**src/rtl/olir_pkg.sv**
```systemverilog
`default_nettype none

package olir_pkg;

  localparam int KIND_W   = 3;
  localparam int POS_W    = 5;
  localparam int WORD_W   = 32;
  localparam int STATUS_W = 2;
  localparam int COUNT_W  = 5;

  typedef enum logic [KIND_W-1:0] {
    KIND_PUSH    = 3'd0,
    KIND_POP     = 3'd1,
    KIND_INS_AT  = 3'd2,
    KIND_REM_AT  = 3'd3,
    KIND_INS_MID = 3'd4,
    KIND_REM_MID = 3'd5,
    KIND_DUMP    = 3'd6
  } kind_t;

  typedef enum logic [STATUS_W-1:0] {
    ST_DONE = 2'd0,
    ST_FULL = 2'd1,
    ST_BAD  = 2'd2
  } status_t;

  typedef enum logic [1:0] {
    S_IDLE,
    S_EXEC,
    S_DUMP
  } state_t;

  typedef struct packed {
    logic capture;
    logic exec;
    logic dump_start;
    logic dump_emit;
  } cmd_t;

  typedef struct packed {
    logic out_free;
    logic is_dump;
    logic empty;
    logic dump_last;
  } stat_t;

endpackage

`default_nettype wire

```
**src/rtl/olir_ctrl.sv**
```systemverilog
`default_nettype none

module olir_ctrl
  import olir_pkg::*;
(
  input  wire logic clk,
  input  wire logic rst_n,
  input  wire logic in_valid,
  output logic      in_ready,
  input  wire stat_t stat,
  output cmd_t      cmd
);

  state_t state_r;
  state_t state_nxt;

  always_ff @(posedge clk) begin
    if (!rst_n) begin
      state_r <= S_IDLE;
    end else begin
      state_r <= state_nxt;
    end
  end

  always_comb begin
    state_nxt = state_r;
    unique case (state_r)
      S_IDLE: begin
        if (in_valid) begin
          state_nxt = S_EXEC;
        end
      end
      S_EXEC: begin
        if (stat.is_dump && !stat.empty) begin
          state_nxt = S_DUMP;
        end else if (stat.out_free) begin
          state_nxt = S_IDLE;
        end
      end
      S_DUMP: begin
        if (stat.out_free && stat.dump_last) begin
          state_nxt = S_IDLE;
        end
      end
      default: state_nxt = S_IDLE;
    endcase
  end

  always_comb begin
    in_ready = 1'b0;
    cmd      = '0;
    unique case (state_r)
      S_IDLE: begin
        in_ready    = 1'b1;
        cmd.capture = in_valid;
      end
      S_EXEC: begin
        if (stat.is_dump && !stat.empty) begin
          cmd.dump_start = 1'b1;
        end else begin
          cmd.exec = stat.out_free;
        end
      end
      S_DUMP: begin
        cmd.dump_emit = stat.out_free;
      end
      default: begin
        in_ready = 1'b0;
      end
    endcase
  end

endmodule

`default_nettype wire

```
**src/rtl/olir_dp.sv**
```systemverilog
`default_nettype none

module olir_dp
  import olir_pkg::*;
#(
  parameter int CAPACITY = 16
) (
  input  wire logic                       clk,
  input  wire logic                       rst_n,
  input  wire logic [KIND_W-1:0]          in_kind,
  input  wire logic [POS_W-1:0]           in_position,
  input  wire logic signed [WORD_W-1:0]   in_word,
  output logic                            out_valid,
  input  wire logic                       out_ready,
  output logic [STATUS_W-1:0]             out_status,
  output logic [COUNT_W-1:0]              out_count,
  output logic signed [WORD_W-1:0]        out_element,
  output logic                            out_element_valid,
  output logic                            out_last,
  input  wire cmd_t                       cmd,
  output stat_t                           stat
);

  localparam int HW = $clog2(CAPACITY + 1);
  localparam int CW = (HW > POS_W) ? HW : POS_W;

  logic [KIND_W-1:0]        op_kind_r;
  logic [POS_W-1:0]         op_pos_r;
  logic signed [WORD_W-1:0] op_word_r;

  logic [HW-1:0] held_r;
  logic [HW-1:0] held_nxt;
  logic [HW-1:0] rem_r;
  logic [HW-1:0] rem_nxt;

  logic signed [WORD_W-1:0] cells_r   [CAPACITY];
  logic signed [WORD_W-1:0] cells_nxt [CAPACITY];
  logic signed [WORD_W-1:0] up        [CAPACITY];
  logic signed [WORD_W-1:0] dn        [CAPACITY];

  logic                     out_valid_r;
  logic [STATUS_W-1:0]      out_status_r;
  logic [COUNT_W-1:0]       out_count_r;
  logic signed [WORD_W-1:0] out_element_r;
  logic                     out_element_valid_r;
  logic                     out_last_r;

  logic [CW-1:0] held_x;
  logic [CW-1:0] idx;
  logic          is_ins;
  logic          is_rem;
  status_t       op_status;
  logic          do_ins;
  logic          do_rem;
  logic          load;

  always_ff @(posedge clk) begin
    if (cmd.capture) begin
      op_kind_r <= in_kind;
      op_pos_r  <= in_position;
      op_word_r <= in_word;
    end
  end

  assign held_x = CW'(held_r);

  always_comb begin
    idx    = CW'(op_pos_r);
    is_ins = 1'b0;
    is_rem = 1'b0;
    case (op_kind_r)
      KIND_PUSH: begin
        is_ins = 1'b1;
        idx    = held_x;
      end
      KIND_POP: begin
        is_rem = 1'b1;
        idx    = held_x - CW'(1);
      end
      KIND_INS_AT: begin
        is_ins = 1'b1;
      end
      KIND_REM_AT: begin
        is_rem = 1'b1;
      end
      KIND_INS_MID: begin
        is_ins = 1'b1;
        idx    = held_x >> 1;
      end
      KIND_REM_MID: begin
        is_rem = 1'b1;
        idx    = held_x >> 1;
      end
      default: begin
        idx = CW'(op_pos_r);
      end
    endcase
  end

  always_comb begin
    op_status = ST_DONE;
    if (is_ins) begin
      if (held_x >= CW'(CAPACITY)) begin
        op_status = ST_FULL;
      end else if (idx > held_x) begin
        op_status = ST_BAD;
      end
    end else if (is_rem) begin
      if (held_r == '0 || idx >= held_x) begin
        op_status = ST_BAD;
      end
    end else if (op_kind_r != KIND_DUMP) begin
      op_status = ST_BAD;
    end
  end

  assign do_ins = cmd.exec && is_ins && (op_status == ST_DONE);
  assign do_rem = cmd.exec && is_rem && (op_status == ST_DONE);

  always_comb begin
    held_nxt = held_r;
    if (do_ins) begin
      held_nxt = held_r + HW'(1);
    end else if (do_rem) begin
      held_nxt = held_r - HW'(1);
    end
  end

  always_comb begin
    rem_nxt = rem_r;
    if (cmd.dump_start) begin
      rem_nxt = held_r;
    end else if (cmd.dump_emit) begin
      rem_nxt = rem_r - HW'(1);
    end
  end

  always_ff @(posedge clk) begin
    if (!rst_n) begin
      held_r <= '0;
      rem_r  <= '0;
    end else begin
      held_r <= held_nxt;
      rem_r  <= rem_nxt;
    end
  end

  for (genvar i = 0; i < CAPACITY; i++) begin : g_cell
    localparam logic [CW-1:0] IDX = CW'(i);

    if (i + 1 < CAPACITY) begin : g_up
      assign up[i] = cells_r[i+1];
    end else begin : g_top
      assign up[i] = cells_r[i];
    end

    if (i > 0) begin : g_dn
      assign dn[i] = cells_r[i-1];
    end else begin : g_bot
      assign dn[i] = cells_r[i];
    end

    always_comb begin
      cells_nxt[i] = cells_r[i];
      if (do_ins) begin
        if (IDX == idx) begin
          cells_nxt[i] = op_word_r;
        end else if (IDX > idx) begin
          cells_nxt[i] = dn[i];
        end
      end else if (do_rem) begin
        if (IDX >= idx) begin
          cells_nxt[i] = up[i];
        end
      end else if (cmd.dump_emit) begin
        if (IDX == held_x - CW'(1)) begin
          cells_nxt[i] = cells_r[0];
        end else if (IDX < held_x) begin
          cells_nxt[i] = up[i];
        end
      end
    end

    always_ff @(posedge clk) begin
      cells_r[i] <= cells_nxt[i];
    end
  end

  assign load = cmd.exec || cmd.dump_emit;

  always_ff @(posedge clk) begin
    if (!rst_n) begin
      out_valid_r <= 1'b0;
    end else if (load) begin
      out_valid_r <= 1'b1;
    end else if (out_ready) begin
      out_valid_r <= 1'b0;
    end
  end

  always_ff @(posedge clk) begin
    if (load) begin
      out_count_r <= COUNT_W'(CW'(held_nxt));
      if (cmd.dump_emit) begin
        out_status_r        <= ST_DONE;
        out_element_r       <= cells_r[0];
        out_element_valid_r <= 1'b1;
        out_last_r          <= (rem_r == HW'(1));
      end else begin
        out_status_r        <= op_status;
        out_element_r       <= '0;
        out_element_valid_r <= 1'b0;
        out_last_r          <= 1'b1;
      end
    end
  end

  assign out_valid         = out_valid_r;
  assign out_status        = out_status_r;
  assign out_count         = out_count_r;
  assign out_element       = out_element_r;
  assign out_element_valid = out_element_valid_r;
  assign out_last          = out_last_r;

  assign stat.out_free  = !out_valid_r || out_ready;
  assign stat.is_dump   = (op_kind_r == KIND_DUMP);
  assign stat.empty     = (held_r == '0);
  assign stat.dump_last = (rem_r == HW'(1));

endmodule

`default_nettype wire

```
**src/rtl/ordered_list_insert_remove.sv**
```systemverilog
// Channel   Direction  Handshake              Payload
// in_*      input      in_valid / in_ready    kind, position, word
// out_*     output     out_valid / out_ready  status, count, element, element_valid, last
//
// An edit item is first captured, then applied to the cell chain as the output
// register is loaded; the next item is taken while that result waits.
// A dump reads each entry from cell 0 while the chain rotates.
// Stalls on out_ready hold the controller in place; the input side waits in turn.
// Reset (rst_n low, synchronous) empties the list; cell contents are kept.
`default_nettype none

module ordered_list_insert_remove
  import olir_pkg::*;
#(
  parameter int CAPACITY = 16
) (
  input  wire logic                      clk,
  input  wire logic                      rst_n,
  input  wire logic                      in_valid,
  output logic                           in_ready,
  input  wire logic [KIND_W-1:0]         in_kind,
  input  wire logic [POS_W-1:0]          in_position,
  input  wire logic signed [WORD_W-1:0]  in_word,
  output logic                           out_valid,
  input  wire logic                      out_ready,
  output logic [STATUS_W-1:0]            out_status,
  output logic [COUNT_W-1:0]             out_count,
  output logic signed [WORD_W-1:0]       out_element,
  output logic                           out_element_valid,
  output logic                           out_last
);

  cmd_t  cmd;
  stat_t stat;

  olir_ctrl u_ctrl (
    .clk      (clk),
    .rst_n    (rst_n),
    .in_valid (in_valid),
    .in_ready (in_ready),
    .stat     (stat),
    .cmd      (cmd)
  );

  olir_dp #(
    .CAPACITY (CAPACITY)
  ) u_dp (
    .clk               (clk),
    .rst_n             (rst_n),
    .in_kind           (in_kind),
    .in_position       (in_position),
    .in_word           (in_word),
    .out_valid         (out_valid),
    .out_ready         (out_ready),
    .out_status        (out_status),
    .out_count         (out_count),
    .out_element       (out_element),
    .out_element_valid (out_element_valid),
    .out_last          (out_last),
    .cmd               (cmd),
    .stat              (stat)
  );

endmodule

`default_nettype wire

```
**config.mk**
```make
export PLATFORM = sky130hd
export DESIGN_NAME = ordered_list_insert_remove
export DESIGN_NICKNAME = d
export VERILOG_FILES = /design/src/rtl/olir_pkg.sv /design/src/rtl/olir_ctrl.sv /design/src/rtl/olir_dp.sv /design/src/rtl/ordered_list_insert_remove.sv
export SDC_FILE = /design/constraint.sdc
export NUM_CORES = 2
export LEC_CHECK = 0
export BUFFER_PORTS_ARGS = -buffer_cell sky130_fd_sc_hd__buf_2
export CAP_MARGIN = 15
export CORE_MARGIN = 2
export CORE_UTILIZATION = 50
export DETAILED_ROUTE_END_ITERATION = 8
export GPL_TIMING_DRIVEN = 0
export PLACE_DENSITY_LB_ADDON = 0.12
export RECOVER_POWER = 25
export SYNTH_ARGS = -nofsm -noshare
export SYNTH_HDL_FRONTEND = slang
export SYNTH_HIERARCHICAL = 1
export SYNTH_SLANG_ARGS = --single-unit
```
**constraint.sdc**
```tcl
create_clock -name clk -period 7.73 [get_ports clk]
set_input_delay 1.546 -clock clk [delete_from_list [all_inputs] [get_ports clk]]
set_output_delay 1.546 -clock clk [all_outputs]
set_load 0.01 [all_outputs]
```
=== After elaboration in Yosys (flattened, before gate mapping) ===
Memory sizes are Yosys's and may differ from the RTL's.
Cells that the tools add are included.
W data, S select, Z words.

* Bits of input ports: 44
* Memories kept: 1
* Bits in writable memories: 512
* Register bits: 94

{| class="wikitable"
|+ Memory list
! memory !! words !! width !! rd ports !! clocked after memory_dff !! write ports !! line !! text
|-
| u_dp.cells_r || 16 || 32 || 16 || 0 || 16 || olir_dp.sv:36 || <nowiki>logic signed [WORD_W-1:0] cells_r [CAPACITY];</nowiki>
|}

* $add $sub $neg: 3
* Equal/unequal tests: 43
* Muxes and demuxes: 152
* Order comparisons: 48
* Reductions and logical operators: 23

{| class="wikitable"
|+ Operators by type and width
! operator !! count
|-
| $mux W32 || 125
|-
| $eq A4 B5 Y1 const A || 16
|-
| $eq A3 B5 Y1 const A || 8
|-
| $gt A4 B5 Y1 const A || 8
|-
| $ge A4 B5 Y1 const A || 7
|-
| $lt A4 B5 Y1 const A || 7
|-
| $mux W2 || 11
|-
| $eq A2 B5 Y1 const A || 4
|-
| $ge A3 B5 Y1 const A || 4
|-
| $gt A3 B5 Y1 const A || 4
|-
| $lt A3 B5 Y1 const A || 4
|-
| $mux W5 || 4
|-
| $logic_not A5 Y1 || 3
|-
| $pmux W5 S3 || 1
|-
| $eq A1 B5 Y1 const A || 2
|-
| $ge A1 B5 Y1 const A || 2
|-
| $ge A2 B5 Y1 const A || 2
|-
| $gt A2 B5 Y1 const A || 2
|-
| $lt A1 B5 Y1 const A || 2
|-
| $lt A2 B5 Y1 const A || 2
|-
| $mux W1 || 10
|-
| $sub A5 B1 Y5 const B || 2
|-
| $eq A3 B3 Y1 const B || 3
|-
| $eq A3 B2 Y1 const B || 2
|-
| 23 further kinds || 34
|}

=== Logic depth before layout (Yosys ltp) ===
* Word-level depth: 12
* Mapped depth: 19

=== Hierarchy ===
The synthesis kept the hierarchy.

{| class="wikitable"
|+ By module, submodules not included
! module !! area each (um^2) !! seq. area each (um^2) !! times used !! cells each
|-
| olir_dp || 35059.9 || 18027.3 || 1 || 2976
|-
| olir_ctrl || 143.9 || 40.0 || 1 || 15
|}

=== Worst setup path after synthesis ===
Ideal clock, no wire load.

* Kind: register to register
* Start: register, netlist name u_dp/held_r[1]
* End: memory u_dp.cells_r[6][0], in the netlist u_dp/cells_r[0][192], enable pin
* Cell stages (with the launch flop): 19
* Path slack: 1082 ps
* Arrival time: 6178 ps
* Path buffers: 6
* Library setup time: 470 ps
* Data required time: 7260 ps
* Path through: dfxtp_1 buf_2 buf_1 inv_1 ha_1 and4bb_1 mux2i_1 and2_1 clkbuf_1 inv_1 ha_1 and4_1 a2111oi_2 and3_1 buf_4 buf_2 nor2_1 clkbuf_1 o31ai_1

{| class="wikitable"
|+ RTL lines
! element !! line
|-
| to (decl) || olir_dp.sv:36
|}

==> results by group <==
Power and ir drop
  • VDD IR-drop max: 0.174 mV
  • Clk pwr share: 0.436
  • Sequential Power Share: 0.472
  • Power per standard cell area: 197 nW/um^2
  • Internal power: 5870 uW
  • Power Total: 7850 uW
  • Combinational fraction of design power: 0.092
  • Switching Fraction: 0.253
  • Leak: 0.0139 uW
  • P_sw: 1980 uW

Synthesis
  • Syn Nets: 3049
  • Distinct cells, synth: 77
  • Post-synth top flop: edfxtp_1
  • Synth Instances: 2991
  • Ys Warns: 6
  • Asr flop ratio synth: 0
  • Number of synthesized flops with an enable pin: 593
  • Mapped Avg Cell Area: 11.8 um^2
  • Seq/Total Area, Yosys: 0.513
  • Syn Std Cell Area: 35200 um^2
  • Seq cells post-synth: 606

Clock network
  • Root Buffer: clkbuf_16
  • Cts hold-fix bufs: 0
  • Post-cts resize count: 0
  • CTS buffer count: 72
  • H-tree Lvls: 3
  • Worst skew pair latency: 640 ps
  • Postcts setup bufs: 0
  • CTS sink count: 606
  • CTS max path bufs: 3
  • Clock Pin Slew Worst Setup and Hold Paths: 50 ps
  • CTS tree: yes

Cells and area
  • Sequential cell area: 18100 um^2
  • Fraction of layout cells with a size suffix above 1: 0.167
  • Number of fill cells: 6061
  • Most frequent cells in the layout: 593 x edfxtp_1, 451 x mux2i_1, 260 x clkbuf_1, 246 x a21oi_1, 204 x nor3_1
  • Footprint of the multi-input gates: 15600 um^2
  • Final nets: 3246
  • Post-layout util: 0.569
  • Commonest non-fill, non-tap cell in the layout: edfxtp_1
  • Fin area: 39800 um^2
  • Layout area overhead: 12.9%

Timing
  • Least-Margin Pin Slew: 2060 ps
  • Max Transition Viols Final: 108
  • Post-route setup TNS: 0 ps
  • Final clock skew: 34.6 ps
  • Final worst path period need: 7540 ps
  • Hold slack: 533 ps
  • Slew headroom: -0.385
  • Final Hold Vio Count: 0
  • Period utilisation layout: 0.975
  • RSZ-0062 raised after global routing: false
  • Setup violators final: 0
  • Max Clock Freq: 133 MHz

Detailed routing
  • WL/cell: 36.1 um
  • Vias: 29900
  • Antenna-violating nets left: 0
  • Routed WL: 151 mm
  • DRC Markers: 0
  • 1st-iter DRT viols: 4801
  • TritonRoute pass-1 iters: 8
  • Via-to-Cell Ratio: 7.16

Global routing
  • Largest net degree at the start of global routing: 24
  • Initial antenna violation count: 2
  • Vias in the first global route: 29400
  • Total Routing Usage GR: 0.405
  • GRT Residual Overflow: 0
  • First-pass GRT wire length: 213 mm

Run
  • Max Cap Viol: 8

Placed design
  • GP Congestion: 0.977
  • Port bufs: 86
  • Placed cell area: 37700 um^2
  • Dpl hpwl: 104 mm

Floorplanning
  • Core Rows: 97
  • Die height: 269 um
  • Die area: 72500 um^2
  • Total core area: 69900 um^2
  • Initial Util: 0.504
  • Ports: 87
  • Die W: 269 um

Setup path
  • Max incr delay on CP: 970 ps
  • Worst setup path class: reg -> reg
  • Worst setup startpoint: u_dp/held_r[1]
  • Worst Setup End Kind: register
  • Critical Path AT: 7860 ps
  • Most common cell on crit path: clkbuf_1
  • Worst reg-to-reg path cell count: 20
  • Sequence of cells on the critical path: buf_2 -> clkbuf_1 -> inv_1 -> ha_1 -> and4bb_1 -> mux2i_1 -> and2_1 -> clkbuf_1 -> inv_1 -> ha_1 -> and4_1 -> and4_1 -> a21o_1 -> clkbuf_1 -> buf_2 -> clkbuf_1 -> buf_1 -> a22oi_1 -> nor2_4 -> buf_16
  • Crit path to: u_dp/cells_r[1][238]
  • Reg2reg end: u_dp/cells_r[1][238]
  • Reg2Reg Setup Slack: 190 ps
  • CP startpoint kind: register
  • FF-to-FF Start: u_dp/held_r[1]
  • Critical path's slowest cell: buf_1
  • Crit-path max FO: 15
  • Critical Path RT: 8050 ps

Outcome
  • Status: finished with violations
  • Failing checks: capacitance limit, slew limit

Min path
  • Hold crit path type: reg -> reg
## cell usage after synthesis (all sizes together), types with 14 or more instances
cell type | instances | area [um^2]
inv | 50 | 190
buf | 114 | 723
clkbuf | 185 | 694
a211oi | 69 | 518
mux2i | 451 | 4510
o21ai | 16 | 83.8
nand2 | 157 | 589
mux2 | 96 | 1080
and2 | 47 | 294
o22ai | 42 | 263
edfxtp | 593 | 17800
nor3 | 219 | 1270
a22oi | 98 | 741
nor2 | 161 | 607
nand2b | 67 | 427
a21oi | 272 | 1470
and3 | 36 | 225
a221oi | 193 | 2410
ha | 14 | 175
## power by group through the flow
stage / combinational, uW / clock [uW] / sequential, uW
floorplan: 412 / 0 / 3760
finish: 722 / 3420 / 3710
detailed placement: 700 / 0 / 3770
global route: 740 / 3560 / 3710
CTS: 701 / 3440 / 3700
global placement: 660 / 0 / 3780
## kinds of logic (layout without fill, tap and decap cells)
| kind of cell | Yosys count | in the layout | synth area share |
|---|---|---|---|
| flops | 606 | 606 | 0.513 |
| simple gates | 730 | 730 | 0.108 |
| fa+ha+maj | 14 | 14 | 0.00498 |
| other cells | 0 | 3 | 0 |
| mux | 547 | 547 | 0.159 |
| buf+inv | 349 | 599 | 0.0457 |
| xor+xnor | 14 | 14 | 0.00370 |
| compound gates | 731 | 731 | 0.166 |
## worst min path at each step
stage                   startpoint             endpoint  slack (ps)  depth (start not counted)
3_5_place_dp   u_dp/cells_r[0][53]  u_dp/cells_r[0][21]         540                          2
3_3_place_gp   u_dp/cells_r[0][37]   u_dp/cells_r[0][5]         530                          2
4_1_cts        u_dp/cells_r[0][32]   u_dp/cells_r[0][0]         540                          2
2_1_floorplan    u_ctrl/state_r[1]    u_ctrl/state_r[0]         520                          1
6_report         u_ctrl/state_r[1]    u_ctrl/state_r[0]         530                          1
5_1_grt        u_dp/cells_r[0][57]  u_dp/cells_r[0][25]         560                          2
## registers in the layout (all words and copies together) (netlist names)
signal and count:
u_dp/out_valid 1, u_dp/out_last 1, u_dp/out_element_valid 1, u_ctrl/state_r 2, u_dp/cells_r 512, u_dp/rem_r 5, u_dp/out_count 5, u_dp/out_status 2
u_dp/held_r 5, u_dp/op_kind_r 3, u_dp/op_word_r 32, u_dp/op_pos_r 5, u_dp/out_element 32
## per-layer routing
| layer | share of wire | vias up | routed length, um | global-route usage |
|---|---|---|---|---|
| li1 | - | 12000 | - | - |
| met1 | 0.38 | 14700 | 56900 | 0.544 |
| met2 | 0.42 | 2604 | 63000 | 0.585 |
| met3 | 0.14 | 596 | 21300 | 0.120 |
| met4 | 0.065 | 8 | 9880 | 0.229 |
| met5 | 0.00046 | - | 69 | 0 |
## critical path: cells and delay by family, from the launching register on
family / cells / cell delay, ps
muxes: 1 / 190
buffers and inverters: 10 / 3960
AOI/OAI and AO/OA: 2 / 420
adders and majority gates: 2 / 680
and+or+nand+nor: 5 / 1530
DFF: 1 / 420
## layout make-up
cell class	count	area share
buffer	299	0.0348
clock inverter	28	0.00670
inverter	50	0.00478
tap	940	0.0296
multi-input combinational	2036	0.392
sequential	606	0.454
clock buffer	99	0.0510
timing repair buffer	123	0.0269
antenna	3	0.000189
## through the flow
step | std cells | setup slack [ps]
2_1_floorplan | 2991 | 1080
3_3_place_gp | 4017 | -3370
3_5_place_dp | 4051 | 512
4_1_cts | 4178 | 470
5_1_grt | 4182 | 45.9
6_report | 4184 | 190
Power figures use the tool's default switching activity.
